$ cat src/wbs_pkg.sv
// ----------------------------------------------------------------------------
// wbs_pkg
// shared types, constants and pattern element helpers for the signature scan
// ----------------------------------------------------------------------------
package wbs_pkg;

    localparam int MAX_PATTERN = 16;
    localparam int OFFSET_BITS = 32;

    localparam int IDX_W = (MAX_PATTERN > 1) ? $clog2(MAX_PATTERN) : 1;
    localparam int LEN_W = $clog2(MAX_PATTERN + 1);
    localparam int CMP_W = (OFFSET_BITS > 32) ? OFFSET_BITS : 32;

    localparam int CFG_IDX_W = 3;
    localparam logic [CFG_IDX_W-1:0] CFG_BYTES_LO = 3'd0;
    localparam logic [CFG_IDX_W-1:0] CFG_BYTES_HI = 3'd1;
    localparam logic [CFG_IDX_W-1:0] CFG_KINDS    = 3'd2;
    localparam logic [CFG_IDX_W-1:0] CFG_LENGTH   = 3'd3;
    localparam logic [CFG_IDX_W-1:0] CFG_START    = 3'd4;

    typedef enum logic [1:0] {
        K_SPECIFIC = 2'd0,
        K_ANY      = 2'd1,
        K_OPTIONAL = 2'd2,
        K_ACCEPT   = 2'd3
    } t_kind;

    typedef struct packed {
        logic [7:0] data_byte;
        logic       last_byte;
    } t_in_word;

    typedef struct packed {
        logic        found;
        logic [31:0] match_offset;
    } t_out_word;

    typedef struct packed {
        logic start;
    } t_scan_ctl;

    typedef struct packed {
        logic busy;
        logic done;
        logic hit;
    } t_scan_sts;

    // elements past sixteen are specific bytes of value zero
    function automatic t_kind elem_kind(input int e, input logic [31:0] kinds);
        t_kind k;
        k = K_SPECIFIC;
        if (e < 16) begin
            k = t_kind'(kinds[2*e +: 2]);
        end
        return k;
    endfunction

    function automatic logic [7:0] elem_byte(input int e, input logic [63:0] lo,
                                             input logic [63:0] hi);
        logic [7:0] b;
        b = 8'd0;
        if (e < 8) begin
            b = lo[8*e +: 8];
        end else if (e < 16) begin
            b = hi[8*(e-8) +: 8];
        end
        return b;
    endfunction

    // length zero acts as one, above the window acts as the window size
    function automatic logic [LEN_W-1:0] used_len(input logic [4:0] r);
        logic [LEN_W-1:0] n;
        if (r == 5'd0) begin
            n = LEN_W'(1);
        end else if (int'(r) > MAX_PATTERN) begin
            n = LEN_W'(MAX_PATTERN);
        end else begin
            n = LEN_W'(r);
        end
        return n;
    endfunction

endpackage

$ cat src/wbs_window.sv
// ----------------------------------------------------------------------------
// wbs_window
// byte window shift line with a compare of one pattern byte against all taps
// ----------------------------------------------------------------------------
module wbs_window
    import wbs_pkg::*;
(
    input  logic                   i_clk,
    input  logic                   i_rst_n,
    input  logic                   i_shift,
    input  logic [7:0]             i_byte,
    input  logic                   i_clear,
    input  logic [7:0]             i_cmp_byte,
    output logic [MAX_PATTERN-1:0] o_eq
);

    logic [7:0] r_win [MAX_PATTERN];

    // oldest byte at tap 0, newest at the top tap
    always_ff @(posedge i_clk) begin
        if (!i_rst_n || i_clear) begin
            for (int j = 0; j < MAX_PATTERN; j++) begin
                r_win[j] <= 8'd0;
            end
        end else if (i_shift) begin
            for (int j = 0; j < MAX_PATTERN - 1; j++) begin
                r_win[j] <= r_win[j+1];
            end
            r_win[MAX_PATTERN-1] <= i_byte;
        end
    end

    always_comb begin
        for (int j = 0; j < MAX_PATTERN; j++) begin
            o_eq[j] = (r_win[j] == i_cmp_byte);
        end
    end

endmodule

$ cat src/wbs_matcher.sv
// ----------------------------------------------------------------------------
// wbs_matcher
// walks the pattern one element per cycle over the set of reachable taps
// ----------------------------------------------------------------------------
module wbs_matcher
    import wbs_pkg::*;
(
    input  logic                   i_clk,
    input  logic                   i_rst_n,
    input  t_scan_ctl              i_ctl,
    input  logic [LEN_W-1:0]       i_len,
    input  logic [63:0]            i_bytes_lo,
    input  logic [63:0]            i_bytes_hi,
    input  logic [31:0]            i_kinds,
    input  logic [MAX_PATTERN-1:0] i_eq,
    output logic [7:0]             o_cmp_byte,
    output t_scan_sts              o_sts
);

    logic                   r_busy;
    logic [IDX_W-1:0]       r_elem;
    logic [MAX_PATTERN-1:0] r_reach;

    t_kind                  kind;
    logic                   is_last;
    logic                   hit;
    logic                   finish;
    logic [MAX_PATTERN-1:0] n_reach;
    logic [IDX_W-1:0]       start_tap;

    assign kind       = elem_kind(int'(r_elem), i_kinds);
    assign o_cmp_byte = elem_byte(int'(r_elem), i_bytes_lo, i_bytes_hi);
    assign is_last    = ((LEN_W'(r_elem) + LEN_W'(1)) == i_len);
    assign start_tap  = IDX_W'(MAX_PATTERN - int'(i_len));

    // reach bits are window taps; a bit shifts up as the element takes a byte
    always_comb begin
        if (is_last) begin
            hit = (kind != K_SPECIFIC) ? (|r_reach) : (|(r_reach & i_eq));
        end else begin
            hit = (kind == K_ACCEPT) && (|r_reach);
        end
        case (kind)
            K_SPECIFIC: n_reach = (r_reach & i_eq) << 1;
            K_ANY:      n_reach = r_reach << 1;
            K_OPTIONAL: n_reach = r_reach | (r_reach << 1);
            default:    n_reach = '0;
        endcase
        finish = hit || is_last || (n_reach == '0);
    end

    always_ff @(posedge i_clk) begin
        if (!i_rst_n) begin
            r_busy <= 1'b0;
        end else if (i_ctl.start) begin
            r_busy <= 1'b1;
        end else if (r_busy && finish) begin
            r_busy <= 1'b0;
        end
    end

    always_ff @(posedge i_clk) begin
        if (i_ctl.start) begin
            r_elem  <= '0;
            r_reach <= MAX_PATTERN'(1) << start_tap;
        end else if (r_busy) begin
            r_elem  <= r_elem + IDX_W'(1);
            r_reach <= n_reach;
        end
    end

    assign o_sts.busy = r_busy;
    assign o_sts.done = r_busy && finish;
    assign o_sts.hit  = r_busy && finish && hit;

endmodule

$ cat src/wildcard_byte_signature_scan.sv
// ----------------------------------------------------------------------------
// wildcard_byte_signature_scan
// first-match scan of a byte region against a wildcard signature
// ----------------------------------------------------------------------------
// each region byte is taken as one word; once enough bytes for the pattern
// are held and the candidate start lies at or after start_offset, the pattern
// is walked over the window one element per cycle by a single compare unit,
// with optional elements tracked as a set of live window taps so no
// backtracking pass is needed. a byte goes through check and emit states,
// with a scan state between them when a start is tried; the walk stops at
// the last element in use (at most 16), or early on a hit, an accept-rest
// element or no live tap. the input is not ready while a byte is in work.
// the first match gives one word with found set and the start offset; a
// region without a match gives one not-found word on its last byte; bytes
// after a match give nothing. the result sits in an output register, so the
// next byte can be taken while it waits. the config port is always ready and
// must be written by the user while the block is idle (not enforced here).
// ----------------------------------------------------------------------------
module wildcard_byte_signature_scan
    import wbs_pkg::*;
(
    input  logic                 i_clk,
    input  logic                 i_rst_n,
    // byte stream
    input  logic                 i_in_valid,
    output logic                 o_in_ready,
    input  t_in_word             i_in_word,
    // result
    output logic                 o_out_valid,
    input  logic                 i_out_ready,
    output t_out_word            o_out_word,
    // config writes
    input  logic                 i_cfg_valid,
    output logic                 o_cfg_ready,
    input  logic [CFG_IDX_W-1:0] i_cfg_index,
    input  logic [63:0]          i_cfg_data
);

    typedef enum logic [1:0] {
        S_IDLE,
        S_CHECK,
        S_SCAN,
        S_EMIT
    } t_state;

    // config registers
    logic [63:0] r_bytes_lo;
    logic [63:0] r_bytes_hi;
    logic [31:0] r_kinds;
    logic [4:0]  r_length;
    logic [31:0] r_start;

    // control state and registered outputs
    t_state                 r_state,     n_state;
    logic [OFFSET_BITS-1:0] r_pos,       n_pos;
    logic [LEN_W-1:0]       r_fill,      n_fill;
    logic                   r_reported,  n_reported;
    logic                   r_last,      n_last;
    logic                   r_hit,       n_hit;
    logic [OFFSET_BITS-1:0] r_cand_off,  n_cand_off;
    logic                   r_out_valid, n_out_valid;
    t_out_word              r_out_word,  n_out_word;

    logic                   in_accept;
    logic [LEN_W-1:0]       len;
    logic [OFFSET_BITS-1:0] cand_off;
    logic                   eligible;
    logic                   have_result;
    logic                   slot_free;
    logic                   win_clear;
    logic [7:0]             cmp_byte;
    logic [MAX_PATTERN-1:0] eq;
    t_scan_ctl              scan_ctl;
    t_scan_sts              scan_sts;

    assign in_accept   = i_in_valid && o_in_ready;
    assign o_in_ready  = (r_state == S_IDLE);
    assign o_cfg_ready = 1'b1;
    assign o_out_valid = r_out_valid;
    assign o_out_word  = r_out_word;

    assign len = used_len(r_length);

    // candidate start for the byte just shifted in, wraps with the position
    assign cand_off = r_pos - (OFFSET_BITS'(len) - OFFSET_BITS'(1));
    assign eligible = !r_reported && (r_fill >= len) &&
                      (CMP_W'(cand_off) >= CMP_W'(r_start));

    assign have_result = r_hit || (r_last && !r_reported);
    assign slot_free   = !r_out_valid || i_out_ready;

    // config write decode
    always_ff @(posedge i_clk) begin
        if (!i_rst_n) begin
            r_bytes_lo <= '0;
            r_bytes_hi <= '0;
            r_kinds    <= '0;
            r_length   <= 5'd1;
            r_start    <= '0;
        end else if (i_cfg_valid && o_cfg_ready) begin
            unique case (i_cfg_index)
                CFG_BYTES_LO: r_bytes_lo <= i_cfg_data;
                CFG_BYTES_HI: r_bytes_hi <= i_cfg_data;
                CFG_KINDS:    r_kinds    <= i_cfg_data[31:0];
                CFG_LENGTH:   r_length   <= i_cfg_data[4:0];
                CFG_START:    r_start    <= i_cfg_data[31:0];
                default: ;
            endcase
        end
    end

    always_comb begin
        n_state     = r_state;
        n_pos       = r_pos;
        n_fill      = r_fill;
        n_reported  = r_reported;
        n_last      = r_last;
        n_hit       = r_hit;
        n_cand_off  = r_cand_off;
        n_out_valid = r_out_valid && !i_out_ready;
        n_out_word  = r_out_word;
        scan_ctl    = '0;
        win_clear   = 1'b0;

        unique case (r_state)
            S_IDLE: begin
                if (in_accept) begin
                    // window shifts on this edge, fill saturates at the window size
                    n_last = i_in_word.last_byte;
                    n_hit  = 1'b0;
                    if (r_fill != LEN_W'(MAX_PATTERN)) begin
                        n_fill = r_fill + LEN_W'(1);
                    end
                    n_state = S_CHECK;
                end
            end
            S_CHECK: begin
                n_cand_off = cand_off;
                if (eligible) begin
                    scan_ctl.start = 1'b1;
                    n_state        = S_SCAN;
                end else begin
                    n_state = S_EMIT;
                end
            end
            S_SCAN: begin
                if (scan_sts.done) begin
                    n_hit   = scan_sts.hit;
                    n_state = S_EMIT;
                end
            end
            S_EMIT: begin
                // hold here while an earlier result still waits
                if (!have_result || slot_free) begin
                    if (have_result) begin
                        n_out_valid             = 1'b1;
                        n_out_word.found        = r_hit;
                        n_out_word.match_offset = r_hit ? 32'(CMP_W'(r_cand_off)) : 32'd0;
                    end
                    if (r_last) begin
                        // end of region: back to a fresh window
                        win_clear  = 1'b1;
                        n_pos      = '0;
                        n_fill     = '0;
                        n_reported = 1'b0;
                    end else begin
                        n_pos      = r_pos + OFFSET_BITS'(1);
                        n_reported = r_reported || r_hit;
                    end
                    n_state = S_IDLE;
                end
            end
            default: n_state = S_IDLE;
        endcase
    end

    always_ff @(posedge i_clk) begin
        if (!i_rst_n) begin
            r_state     <= S_IDLE;
            r_pos       <= '0;
            r_fill      <= '0;
            r_reported  <= 1'b0;
            r_last      <= 1'b0;
            r_hit       <= 1'b0;
            r_out_valid <= 1'b0;
        end else begin
            r_state     <= n_state;
            r_pos       <= n_pos;
            r_fill      <= n_fill;
            r_reported  <= n_reported;
            r_last      <= n_last;
            r_hit       <= n_hit;
            r_out_valid <= n_out_valid;
        end
        r_cand_off <= n_cand_off;
        r_out_word <= n_out_word;
    end

    wbs_window u_window (
        .i_clk      (i_clk),
        .i_rst_n    (i_rst_n),
        .i_shift    (in_accept),
        .i_byte     (i_in_word.data_byte),
        .i_clear    (win_clear),
        .i_cmp_byte (cmp_byte),
        .o_eq       (eq)
    );

    wbs_matcher u_matcher (
        .i_clk      (i_clk),
        .i_rst_n    (i_rst_n),
        .i_ctl      (scan_ctl),
        .i_len      (len),
        .i_bytes_lo (r_bytes_lo),
        .i_bytes_hi (r_bytes_hi),
        .i_kinds    (r_kinds),
        .i_eq       (eq),
        .o_cmp_byte (cmp_byte),
        .o_sts      (scan_sts)
    );

`ifndef SYNTHESIS
    // the shared compare unit only runs while the sequencer waits on it
    a_scan_in_scan_state: assert property (@(posedge i_clk) disable iff (!i_rst_n)
        scan_sts.busy |-> (r_state == S_SCAN))
        else $error("matcher busy outside of scan state");

    // a not-found word always carries a zero offset
    a_not_found_zero: assert property (@(posedge i_clk) disable iff (!i_rst_n)
        (r_out_valid && !r_out_word.found) |-> (r_out_word.match_offset == 32'd0))
        else $error("not-found word with nonzero offset");

    // no second match word within one region
    a_single_match: assert property (@(posedge i_clk) disable iff (!i_rst_n)
        (r_state == S_CHECK && r_reported) |=> (r_state == S_EMIT))
        else $error("scan started after a match was reported");

    // fill count never passes the window size
    a_fill_bound: assert property (@(posedge i_clk) disable iff (!i_rst_n)
        r_fill <= LEN_W'(MAX_PATTERN))
        else $error("window fill count out of range");
`endif

endmodule

$ cat config.mk
export PLATFORM = sky130hd
export DESIGN_NAME = wildcard_byte_signature_scan
export DESIGN_NICKNAME = d
export VERILOG_FILES = /design/src/wbs_pkg.sv /design/src/wbs_window.sv /design/src/wbs_matcher.sv /design/src/wildcard_byte_signature_scan.sv
export SDC_FILE = /design/constraint.sdc
export NUM_CORES = 1
export LEC_CHECK = 0
export BUFFER_PORTS_ARGS = -buffer_cell sky130_fd_sc_hd__buf_2
export CORE_MARGIN = 2
export CORE_UTILIZATION = 54
export DETAILED_ROUTE_END_ITERATION = 8
export GPL_TIMING_DRIVEN = 1
export PLACE_DENSITY = 0.69
export SYNTH_ARGS = -nofsm -noshare
export SYNTH_HDL_FRONTEND = slang
export SYNTH_SLANG_ARGS = --single-unit
$ cat constraint.sdc
create_clock -name i_clk -period 7.4 [get_ports i_clk]
set_input_delay 0.74 -clock i_clk [delete_from_list [all_inputs] [get_ports i_clk]]
set_output_delay 0.74 -clock i_clk [all_outputs]
set_load 0.01 [all_outputs]
==> results of run 1 <==
## area by class of cell
class / count / area share (%)
clock buffer: 68 / 5.44
clock inverter: 24 / 1.14
timing repair buffer: 143 / 2.86
sequential: 454 / 40.7
tap: 600 / 2.73
multi-input combinational: 1959 / 45.9
inverter: 87 / 1.21
## registers in the layout, indices dropped and copies added (netlist names), 2 cells and up
name / cells
u_window.r_win: 128
r_pos: 32
u_matcher.r_reach: 16
r_cand_off: 32
u_matcher.r_elem: 4
r_bytes_hi: 64
r_kinds: 32
r_bytes_lo: 64
r_length: 5
o_out_word: 33
r_fill: 5
r_start: 32
r_state: 2
## Yosys cell counts, types with 15 or more instances
cell type  instances
dfxtp_1          245
nand3_1           53
nand4_1           27
xnor2_1          135
mux4_2            20
o21a_1            22
nor3_1            56
and2_1           105
a21o_1            24
a21oi_1          240
xor2_1            91
edfxtp_1         209
a21boi_0          23
nand2b_1          20
a211oi_1          16
clkbuf_1         101
nor2_1           113
o21ai_0           65
nor4_1            20
or3_1             19
mux2i_1           62
and3_1            58
nor2b_1           15
nand2_1          461
inv_1             86
ha_1              82
buf_6             18
## worst max-delay path, delay by kind of cell, from the launching register on
family,cells,cell delay [ns]
simple gates,3,0.39
compound gates,19,4.02
xor+xnor,1,0.22
fa+ha+maj,3,0.88
buf+inv,3,0.41
flops,1,0.46
## power by group
group,leakage (uW),internal (uW),switching [uW]
Sequential,0.00418,3030,415
Clock,0.000895,1600,1100
Combinational,0.00512,868,1490
## through the flow
| step | cell area, um2 | util (%) | power, uW |
|---|---|---|---|
| 3_5_place_dp | 25600 | 56.6 | 5770 |
| 4_1_cts | 27400 | 60.6 | 8460 |
| 3_3_place_gp | 25600 | 56.6 | 5710 |
| 6_report | 27500 | 60.7 | 8510 |
| 2_1_floorplan | 24900 | - | 5130 |
| 5_1_grt | 27500 | 60.7 | 8820 |
## cell families after synthesis
logic type,after synthesis
DFF,454
xor gates and xnor gates,229
adders and majority gates,83
AOI/OAI and AO/OA,534
muxes,93
other,1
and+or+nand+nor,992
buffers and inverters,235
## repair_timing
action	CTS	global route
resized for setup	0	4
setup endpoints to repair	0	38
endpoints found under the hold margin	0	0
buffers inserted	0	3
## worst max path at each step
stage	to	slack, ns	cells past startpoint
6_report	u_matcher.r_reach[5]$_DFFE_PP_	0.74	29
5_1_grt	u_matcher.r_reach[15]$_DFFE_PP_	0.08	30
4_1_cts	u_matcher.r_reach[7]$_DFFE_PP_	0.13	26
3_5_place_dp	u_matcher.r_reach[7]$_DFFE_PP_	0.27	26
3_3_place_gp	u_matcher.r_reach[3]$_DFFE_PP_	0.51	26
2_1_floorplan	u_matcher.r_reach[0]$_DFFE_PP_	1.02	25
## routing by layer
layer	wire length [um]	share of wire, %	vias to the layer above	track usage, %
met5	0	0	-	0
met3	5870	8.1	177	4.48
met2	33800	47	933	48.4
met1	29700	41	9740	40.6
li1	-	-	9322	-
met4	2860	4.0	0	12.7
==> impl_metrics.tcl, run 1 <==
set metrics [dict create \
    synth_compound_gate_area_share_pct 13.8 \
    synth-simple-area-share_pct 19.0 \
    worstMarginPinSlew_ns 1.24 \
    cts.sinks 454 \
    cts_htree_levels 2 \
    worstPathMaxFanout 36 \
    reg2reg_to "u_matcher.r_reach[5]$_DFFE_PP_" \
    synth_area_leaders "edfxtp_1 (25%), dfxtp_1 (20%), nand2_1 (7.0%), a21oi_1 (4.9%), xnor2_1 (4.8%)" \
    placed_cells 3240 \
    chipWidth_um 218 \
    dieArea_um2 47600 \
    drv_cap 0 \
    register_area_um2 11200 \
    cts_buffers 49 \
    hold_end "r_bytes_hi[63]$_SDFFE_PN0P_" \
    wl_per_cell_um 21.7 \
    dr.first_iter.drc_count 2038 \
    syn-instance-count 2621 \
    finalHoldViolCount 0 \
    clock-skew-final_ns 0.0352 \
    crit_path_max_incr_delay_ns 0.46 \
    synth_top_family_by_area "simple AND/OR/NAND/NOR gates" \
    p_per_area_nw_per_um2 310 \
    yosys_warnings 0 \
    worstReg2RegStart "r_length[2]$_SDFFE_PN0P_" \
    post_drt_via_cell_ratio 6.05 \
    rsz0062_at_grt "no" \
    drive_gt1_share_pct 12.0 \
    setup.worst_path.start_class "register" \
    root_buffer "clkbuf_16" \
    finalWeightedCongestion 0.939 \
    post-route-drc-count 0 \
    layout_commonest_cell "nand2_1" \
    ant_nets 0 \
    final_cell_mix "nand2_1 (459), dfxtp_1 (241), a21oi_1 (240), edfxtp_1 (209), xnor2_1 (135)" \
    r2r_cells 29 \
    instances_no_fill 3335 \
    maxSlewHeadroom_pct 16.9 \
    rows 78 \
    clock_latency_ns 0.63 \
    fin_crit_ns 6.66 \
    diodes 0 \
    timing.final.ws_setup_ns 0.743 \
    avgSynthCellArea_um2 9.44 \
    fin_crit_sh_pct 90.0 \
    antenna_found_initial 0 \
    io_buffers 115 \
    synth-xor-area-share_pct 8.19 \
    muxShareOfSynthArea_pct 5.00 \
    async_reset_ff_share_pct 0 \
    synthFlopType "dfxtp_1" \
    cts_tree "done" \
    io_pins 117 \
    critPathLaunch "r_length[2]$_SDFFE_PN0P_" \
    multi_input_area_um2 12600 \
    cts_hold_buf 0 \
    endpoint_kind "register" \
    tns_ns 0 \
    arrival_ns 7.02 \
    max_clock_freq_ghz 0.150 \
    dp_hpwl_um 50800 \
    yosysSeqAreaShare_pct 45.2 \
    synth_edf_count 209 \
    cts_buffer_depth 3 \
    wl_um 72300 \
    synth_adder_area_share_pct 4.23 \
    num_vias 20200 \
    die_h_um 218 \
    nets 2858 \
    setup_viol 0 \
    crit_required_ns 7.76 \
    crit_slowest_cell "dfxtp_1" \
    path_class "reg2reg" \
    syn_area_um2 24800 \
    synth.largest_area_cell "edfxtp_1" \
    finalMaxSlewViolations 0 \
    ys_ff_latch 454 \
    grt_usage_pct 30.1 \
    min_path_type "in2reg" \
    clk_pin_slew_ns 0.07 \
    leakagePower_uw 0.0102 \
    hold_path.startpoint "i_cfg_data[63]" \
    ys_types 100 \
    n_fill_cell 3866 \
    grt_overflow 0 \
    rrSetupSlack_ns 0.74 \
    initial_core_util_pct 54.7 \
    first_global_vias 19100 \
    grt_max_degree 99 \
    place_ws_ns 0.274 \
    dr.pass1.iters 6 \
    whs_ns 0.352 \
    grt_pass1_wl_um 110000 \
    area_growth_syn_to_layout_pct 11.0 \
    coreArea_um2 45300 \
    hold_depth 3 \
    ir_drop_mv 0.178 \
    status "finished, final reports clean" \
    yosysTopAreaCellShare_pct 25.4 \
]
No activity file was read; power rests on OpenSTA's default activity.
==> run 2: changes to the inputs <==
- CORE_UTILIZATION: 54 -> 60
- GPL_TIMING_DRIVEN: 1 -> 0
- PLACE_DENSITY: 0.69 -> 0.76
==> run 2 against run 1 <==
  * Register-to-register slack got worse by 0.23 ns
  * Sequential share of layout area fell by 0.55 points
  * Wire length rose by 13%
  * Critical path depth rose by 3
  * Critical path type unchanged
  * Critical endpoint is now u_matcher.r_reach[4]$_DFFE_PP_
==> impl_metrics.tcl, run 2 (synthesis gave the netlist of run 1 again) <==
set metrics [dict create \
    drive_gt1_share_pct 11.3 \
    die_h_um 207 \
    diodes 0 \
    grt_overflow 0 \
    clock_latency_ns 0.64 \
    dr.pass1.iters 5 \
    area_growth_syn_to_layout_pct 12.4 \
    cts_buffers 48 \
    worstPathMaxFanout 10 \
    crit_required_ns 7.72 \
    dieArea_um2 42900 \
    chipWidth_um 207 \
    cts.sinks 454 \
    p_per_area_nw_per_um2 309 \
    multi_input_area_um2 12600 \
    ant_nets 0 \
    crit_path_max_incr_delay_ns 0.46 \
    grt_pass1_wl_um 123000 \
    nets 2985 \
    cts_hold_buf 0 \
    post_drt_via_cell_ratio 6.26 \
    tns_ns 0 \
    largest_register_ffs 128 \
    wl_per_cell_um 24.0 \
    arrival_ns 7.21 \
    endpoint_kind "register" \
    wl_um 81400 \
    ir_drop_mv 0.202 \
    io_pins 117 \
    crit_slowest_cell "dfxtp_1" \
    setup_viol 0 \
    dr.first_iter.drc_count 2286 \
    cts_htree_levels 2 \
    place_ws_ns -0.644 \
    num_vias 21200 \
    leakagePower_uw 0.0103 \
    rows 74 \
    cts_tree "done" \
    root_buffer "clkbuf_16" \
    min_path_type "in2reg" \
    layout_commonest_cell "nand2_1" \
    setup.worst_path.start_class "register" \
    whs_ns 0.355 \
    n_fill_cell 3261 \
    max_clock_freq_ghz 0.145 \
    top_register "u_window.r_win" \
    clock-skew-final_ns 0.0419 \
    rsz0062_at_grt "no" \
    final_cell_mix "nand2_1 (461), dfxtp_1 (245), a21oi_1 (240), edfxtp_1 (209), xnor2_1 (134)" \
    coreArea_um2 40700 \
    dp_hpwl_um 60000 \
    finalMaxSlewViolations 0 \
    io_buffers 115 \
    fin_crit_sh_pct 93.1 \
    timing.final.ws_setup_ns 0.509 \
    initial_core_util_pct 60.8 \
    post-route-drc-count 0 \
    first_global_vias 20800 \
    clk_pin_slew_ns 0.06 \
    path_class "reg2reg" \
    maxSlewHeadroom_pct 10.8 \
    cts_buffer_depth 3 \
    finalHoldViolCount 0 \
    reg_top3 "u_window.r_win: 128 flops, r_bytes_hi: 64 flops, r_bytes_lo: 64 flops" \
    fin_crit_ns 6.89 \
    grt_usage_pct 37.3 \
    worstMarginPinSlew_ns 1.33 \
    postLayoutCoreUtil_pct 68.3 \
    status "finished, final reports clean" \
    finalWeightedCongestion 0.980 \
    drv_cap 0 \
    register_area_um2 11200 \
    grt_max_degree 54 \
    antenna_found_initial 0 \
]
## run 2: final timing paths
check | start | end | slack [ns] | cells past startpoint
min | i_cfg_data[50] | r_bytes_hi[50]$_SDFFE_PN0P_ | 0.36 | 3
min reg2reg | r_hit$_SDFFE_PN0P_ | o_out_word[32]$_DFFE_PP_ | 0.44 | 0
max | r_length[2]$_SDFFE_PN0P_ | u_matcher.r_reach[4]$_DFFE_PP_ | 0.51 | 32
max reg2reg | r_length[2]$_SDFFE_PN0P_ | u_matcher.r_reach[4]$_DFFE_PP_ | 0.51 | 32
## run 2: repair_timing
action | 4_1_cts | 5_1_grt
pin swaps | 1 | 1
resized for setup | 3 | 7
endpoints found under the setup margin | 38 | 38
buffers inserted | 2 | 3
gates cloned | 0 | 0
## run 2: through the flow
| step | total power (uW) | cell area, um2 | cells |
|---|---|---|---|
| after floorplan | 5130 | 24900 | 2648 |
| after global placement | 6010 | 26100 | 3295 |
| after detailed placement | 6050 | 26200 | 3298 |
| after CTS | 8490 | 27800 | 3388 |
| after global routing | 8870 | 27800 | 3391 |
| final | 8600 | 27800 | 3391 |
## run 2: routing by layer
layer | track usage [%] | share of wire [%] | vias up
met1 | 48.4 | 39 | 10200
met4 | 21.0 | 5.9 | 0
met2 | 59.8 | 46 | 1171
met5 | 0 | 0 | -
li1 | - | - | 9585
met3 | 5.75 | 9.3 | 269
## run 2: cell type report
class,count,area share [%]
multi-input combinational,1959,45.3
tap,532,2.39
clock buffer,65,4.69
clock inverter,23,0.962
inverter,87,1.17
timing repair buffer,123,2.43
buffer,148,2.89
sequential,454,40.2
## run 2: worst max-delay path, delay by kind of cell (launching register included)
family	cells	cell delay, ns
XOR/XNOR	1	0.30
flip-flops	1	0.46
AO/OA/AOI/OAI	19	3.73
adder cells (fa/ha/maj)	3	0.90
buffers and inverters	5	0.72
AND/OR/NAND/NOR	4	0.46
## run 2: power by group
part	switching (uW)	internal, uW
sequential	334	3030
combinational	1780	1020
clock	1050	1390
==> run 3: changes to the inputs <==
- CORE_ASPECT_RATIO: default -> 1.2
- CORE_UTILIZATION: 60 -> 40
- PLACE_DENSITY: 0.76 -> 0.54
==> run 3 against run 2 <==
  * Critical path type unchanged
  * Clock-buffer cell count is 2 lower
  * Critical path depth is 5 lower
  * Register-to-register slack better by 0.16 ns
  * Clock power is 13% higher
  * Sequential share of layout area is 0.85 points lower
  * Largest cell class unchanged
==> impl_metrics.tcl, run 3 (synthesis gave the netlist of run 1 again) <==
set metrics [dict create \
    fin_crit_sh_pct 91.0 \
    post-route-drc-count 0 \
    dr.pass1.iters 6 \
    drv_cap 0 \
    path_class "reg2reg" \
    finalHoldViolCount 0 \
    fin_area_um2 28400 \
    p_seq_share_pct 37.9 \
    n_fill_cell 5921 \
    cts_buffers 50 \
    ir_drop_mv 0.207 \
    dp_hpwl_um 65000 \
    place_ws_ns -0.457 \
    reg_top3 "u_window.r_win: 128 flops, r_bytes_hi: 64 flops, r_bytes_lo: 64 flops" \
    finalMaxSlewViolations 0 \
    clock-skew-final_ns 0.0361 \
    chipWidth_um 231 \
    diodes 0 \
    post_drt_via_cell_ratio 5.60 \
    num_vias 20600 \
    intPower_uw 5670 \
    multi_input_area_um2 12600 \
    setup.worst_path.start_class "register" \
    status "finished, final reports clean" \
    dr.first_iter.drc_count 1590 \
    drive_gt1_share_pct 11.9 \
    first_global_vias 20100 \
    die_h_um 277 \
    setup_viol 0 \
    cts_tree "done" \
    grt_usage_pct 26.6 \
    arrival_ns 7.16 \
    p_sw_uw 3220 \
    endpoint_kind "register" \
    cts.sinks 454 \
    area_growth_syn_to_layout_pct 14.9 \
    grt_pass1_wl_um 128000 \
    worstPathMaxFanout 10 \
    root_buffer "clkbuf_16" \
    netSwitchingFraction_pct 36.2 \
    maxSlewHeadroom_pct 6.42 \
    grt_max_degree 55 \
    grt_overflow 0 \
    final_cell_mix "nand2_1 (461), dfxtp_1 (244), a21oi_1 (240), edfxtp_1 (209), xnor2_1 (134)" \
    nets 2987 \
    leakagePower_uw 0.0105 \
    max_clock_freq_ghz 0.148 \
    rsz0062_at_grt "no" \
    power.total_uw 8890 \
    rows 99 \
    clkPwrFrac_pct 31.0 \
    timing.final.ws_setup_ns 0.665 \
    dieArea_um2 63900 \
    antenna_found_initial 0 \
    p_per_area_nw_per_um2 313 \
    io_pins 117 \
    worstMarginPinSlew_ns 1.40 \
    crit_required_ns 7.82 \
    combPwrFrac_pct 31.2 \
    io_buffers 115 \
    cts_htree_levels 2 \
    register_area_um2 11200 \
    wl_per_cell_um 23.4 \
    clk_pin_slew_ns 0.06 \
    initial_core_util_pct 40.5 \
    cts_hold_buf 0 \
    cts_buffer_depth 3 \
    largest_register_ffs 128 \
    finalWeightedCongestion 0.954 \
    ant_nets 0 \
    fin_crit_ns 6.74 \
    wl_um 86000 \
    coreArea_um2 61100 \
    place_area_um2 26500 \
    layout_commonest_cell "nand2_1" \
    min_path_type "in2reg" \
    clock_latency_ns 0.62 \
    top_register "u_window.r_win" \
]
==> run 3: power groups by stage <==
stage                     clock network, uW  logic (uW)  registers, uW
final                                  2750        2770           3370
after global routing                   2900        2960           3390
after CTS                              2800        2710           3360
after detailed placement                  0        2700           3410
after global placement                    0        2640           3460
after floorplan                           0        1850           3270
==> run 3: path summary, 6_finish.rpt <==
check	start	end	slack (ns)	cells after the start
worst max-delay path	r_length[4]$_SDFFE_PN0P_	u_matcher.r_reach[9]$_DFFE_PP_	0.66	27
worst min-delay path	i_cfg_data[41]	r_bytes_hi[41]$_SDFFE_PN0P_	0.38	3
worst max register to register	r_length[4]$_SDFFE_PN0P_	u_matcher.r_reach[9]$_DFFE_PP_	0.66	27
worst min register to register	r_hit$_SDFFE_PN0P_	o_out_word[32]$_DFFE_PP_	0.44	0
==> run 3: area by class of cell <==
type	count	share of cell area [%]
clock inverter	31	1.50
clock buffer	63	4.90
multi-input combinational	1959	44.3
sequential	454	39.3
buffer	148	2.83
inverter	87	1.15
timing repair buffer	123	2.42
tap	808	3.56
==> run 3: routing by layer <==
metal	track usage, %	share of wire (%)	routed length [um]
met4	11.7	4.8	4120
met3	3.57	5.6	4780
met1	33.2	41	35000
met5	0	0	0
met2	45.5	49	42000
==> run 3: critical path, cell delays in order, from the launching register on <==
cell,delay (ns)
dfxtp_1,0.47
inv_1,0.16
o21ai_2,0.15
inv_1,0.13
ha_1,0.34
fa_1,0.44
nor2b_1,0.13
o21ai_0,0.10
a21boi_0,0.24
o21ai_0,0.11
nand2b_1,0.15
a311oi_1,0.15
nor2_1,0.21
a31oi_1,0.15
or4_1,0.59
a31oi_1,0.33
xor2_1,0.37
ha_1,0.20
nand4_1,0.10
nor4_1,0.33
nand2_1,0.08
o21ai_0,0.21
a41oi_2,0.12
buf_4,0.19
nor2_1,0.40
clkbuf_1,0.38
nand3_1,0.17
o21ai_0,0.11
==> run 3: per-stage QoR <==
stage / utilization, % / hold WS (ns) / std cells / TNS (ns)
3_3_place_gp: 43.3 / 0.419 / 3571 / -139.25
4_1_cts: 46.5 / 0.356 / 3669 / 0
3_5_place_dp: 43.5 / 0.428 / 3575 / -9.95
6_report: 46.6 / 0.379 / 3673 / 0
2_1_floorplan: - / 0.406 / 2648 / 0
5_1_grt: 46.6 / 0.369 / 3673 / 0
==> run 3: what timing repair did <==
| item | in CTS | in global routing |
|---|---|---|
| gates resized for setup | 2 | 8 |
| endpoints found under the hold margin | 0 | 0 |
| buffers inserted | 0 | 4 |
| setup endpoints to repair | 37 | 38 |
| pin swaps | 0 | 2 |
